--- config.mk ---
export PLATFORM = sky130hd
export DESIGN_NAME = mpts_cell
export DESIGN_NICKNAME = d
export VERILOG_FILES = /design/src/hdl/mpts_pkg.sv /design/src/hdl/mpts_cell.sv
export SDC_FILE = /design/constraint.sdc
export NUM_CORES = 1
export LEC_CHECK = 0
export BUFFER_PORTS_ARGS = -buffer_cell sky130_fd_sc_hd__buf_2
export CAP_MARGIN = 20
export CORE_MARGIN = 4
export CORE_UTILIZATION = 47
export DETAILED_ROUTE_END_ITERATION = 8
export GPL_TIMING_DRIVEN = 0
export PLACE_DENSITY_LB_ADDON = 0.2
export SLEW_MARGIN = 15
export SYNTH_ARGS = -nofsm -noshare
export SYNTH_HDL_FRONTEND = slang
export SYNTH_SLANG_ARGS = --single-unit
--- constraint.sdc ---
create_clock -name clk -period 3.26 [get_ports clk]
set_input_delay 0.652 -clock clk [delete_from_list [all_inputs] [get_ports clk]]
set_output_delay 0.652 -clock clk [all_outputs]
set_load 0.02 [all_outputs]
--- src/hdl/mpts_pkg.sv ---
// ----------------------------------------------------------------------------
// mpts_pkg
// Shared codes and types for the task scheduler and its table cells.
// ----------------------------------------------------------------------------
package mpts_pkg;

	localparam logic [2:0] POL_RR   = 3'd0;
	localparam logic [2:0] POL_FCFS = 3'd1;
	localparam logic [2:0] POL_SJF  = 3'd2;
	localparam logic [2:0] POL_SRTF = 3'd3;
	localparam logic [2:0] POL_PRIO = 3'd4;

	localparam logic CMD_ADD  = 1'b0;
	localparam logic CMD_TICK = 1'b1;

	typedef struct packed {
		logic shift;
		logic load;
	} cell_ctl_t;

	typedef enum logic [2:0] {
		ST_IDLE = 3'b001,
		ST_SCAN = 3'b010,
		ST_DONE = 3'b100
	} state_t;

endpackage

--- src/hdl/mpts_cell.sv ---
// ----------------------------------------------------------------------------
// mpts_cell
// One table entry; loads a new task or takes its neighbor's entry on a shift.
// ----------------------------------------------------------------------------
module mpts_cell #(
	parameter int TW = 16,
	parameter int PW = 8
) (
	input  logic               clk,
	input  mpts_pkg::cell_ctl_t ctl,
	input  logic [TW-1:0]      load_burst,
	input  logic [PW-1:0]      load_prio,
	input  logic [TW-1:0]      nxt_burst,
	input  logic [TW-1:0]      nxt_rem,
	input  logic [PW-1:0]      nxt_prio,
	output logic [TW-1:0]      burst_q,
	output logic [TW-1:0]      rem_q,
	output logic [PW-1:0]      prio_q
);

	always_ff @(posedge clk) begin
		if (ctl.load) begin
			burst_q <= load_burst;
			rem_q   <= load_burst;
			prio_q  <= load_prio;
		end else if (ctl.shift) begin
			burst_q <= nxt_burst;
			rem_q   <= nxt_rem;
			prio_q  <= nxt_prio;
		end
	end

endmodule
==> reports/metrics.cfg <==
[timing]
setup-tns-final_ns=0
setup_slack_ns=1.691
relSlewSlack=0.7919
worst_slew_pin_slew_ns=0.3121
max_freq_ghz=0.6374
maxSlewViolCount=0
finalCritPeriodShare=0.4812
hold_viol=0
fin_crit_ns=1.569
setup_viol=0
rsz0062_at_grt=no

[synthesis]
synth-edff-count=40
synth-seq-area-share=0.6337
yosysTopAreaCellShare=0.6337
yosys_register_bits=40
yosysMostFrequentCell=edfxtp_1
ys.flop_type=edfxtp_1
ys_types=6
synth_area_leaders=edfxtp_1 (63%), mux2_4 (31%), buf_12 (4.2%), buf_6 (0.59%), mux2_2 (0.59%)
syn_area_mm2=0.001896
ys.warnings.count=0
synth_commonest_cells=edfxtp_1 (40), mux2_4 (39), buf_12 (4)
yosys.area.top_type=edfxtp_1
synth_area_per_cell_um2=22.04
postSynth.asyncResetShare=0
synth_fp_nets=153
netlist_instances=86

[worst_setup_path]
worstPathCellList=buf_6 -> buf_12 -> or2_2 -> buf_12
cp_slowest_stage_delay_ns=0.44
worstPathArrival_ns=1.61
critical_path.most_common_cell=buf_12
cpMaxStageDelayCell=or2_2
crit_buf_inv=3
worstSetupPathType=in -> reg
start_kind=input port
worstPathRequired_ns=3.30
worstPathMaxFanout=29
endpoint_kind=flip-flop
cp_top_family=buffers and inverters

[finish]
instances_no_fill=248
synthToLayoutAreaGrowth_pct=36.30
drive_gt1_frac=0.7950
fill_cells=277
fin_util=0.6851
nets=266
antenna_cells=0

[worst_hold_path]
hp-class=in -> reg

[drt]
drt-vias-per-instance=4.681
wirelength_mm=3.935
vias=1161
dr.pass1.iters=3
wl_per_cell_um=15.87
drtIter0Drc=45
ant_nets=0
drc=0

[floorplanning]
io_pins=107
initial_core_util=0.5027
rows=22
coreArea_mm2=0.003771
die_h_um=71.51
die_w_um=71.51
die_area_mm2=0.005113

[power]
pwr-share-seq=0.521
switching_power_uw=321.7
p_leak_uw=0.001246
power_uw=1232
p_sw_frac=0.2612
clkPwrFrac=0.255
internal-power_uw=909.9
irDropWorstVdd_uv=278.3
share_comb_of_total_power=0.224
powerDensity_mw_per_mm2=476.7

[clock_tree]
cts_buffers=5
cts-root-buf=clkbuf_8
cts_buffer_depth=2
htree_levels=2
ctsResizeCount=0
cts.sinks=40
post_cts_buffers=0
cts_hold_buf=0
cts_tree=built
clk_pin_slew_ns=0.08

[place]
port_buffers=105
pre_cts_ws_ns=1.387
globalplace.congestion=0.7280
dp_cells=240

[global_route]
grtUsageTotal=0.1586
grt_pass1_vias=1318
antenna_found_initial=0
overflow=0
grt_pass1_wl_mm=6.078
grt_max_degree=30

[outcome]
status=finished clean

[flow_run]
drv_cap=0

==> state kept, by name, summed over array words and instances, names as in the netlist <==
signal	flops
rem_q	16
burst_q	16
prio_q	8
==> logic make-up (layout without fill, tap and decap cells) <==
kind of cell           Yosys count  count (layout)  share of synthesized area
muxes                           40              40                     0.3149
DFF                             40              40                     0.6337
buffers and inverters            5             119                    0.04819
and+or+nand+nor                  1               1                   0.003302
==> cell type report <==
cell class / count / area [um2] / share of cell area
buffer: 5 / 91.34 / 0.03535
clock buffer: 5 / 68.82 / 0.02663
clock inverter: 3 / 13.76 / 0.005327
multi-input combinational: 41 / 603.1 / 0.2334
sequential: 40 / 1201 / 0.4649
tap: 48 / 60.06 / 0.02324
timing repair buffer: 106 / 545.5 / 0.2111
==> through the flow <==
stage | area (um2) | hold slack (ns)
after global placement | 2481 | 0.9521
final | 2584 | 0.6619
after detailed placement | 2501 | 0.9549
after global routing | 2584 | 0.6491
after CTS | 2584 | 0.6438
after floorplan | 1896 | 0.8695
==> per-layer routing <==
| layer | global-route usage | share of wire | up-vias |
|---|---|---|---|
| li1 | - | - | 559 |
| met1 | 0.1586 | 0.34 | 544 |
| met2 | 0.2867 | 0.54 | 54 |
| met3 | 0.07293 | 0.11 | 4 |
| met4 | 0.05637 | 0.0048 | 0 |
| met5 | 0 | 0 | - |
==> power groups by stage <==
| stage | Sequential [uW] | Combinational [uW] | Clock [uW] |
|---|---|---|---|
| global route | 648 | 293 | 345 |
| global placement | 654 | 270 | 0 |
| detailed placement | 655 | 280 | 0 |
| finish | 642 | 276 | 314 |
| CTS | 643 | 280 | 327 |
| floorplan | 733 | 93.2 | 0 |
==> layout by cell type (no fill, tap or decap) <==
cell and n:
edfxtp_1 40, mux2_2 1, mux2_4 39, clkbuf_8 5, buf_12 5, buf_2 105, clkinv_2 2, clkinv_1 1
or2_2 1, buf_6 1
==> final timing paths <==
kind	from	cells past startpoint	end	slack (ns)
max	ctl[0]	4	burst_q[2]$_DFFE_PP_	1.69
min	nxt_burst[3]	2	burst_q[3]$_DFFE_PP_	0.66
Power figures use the tool's default switching activity.
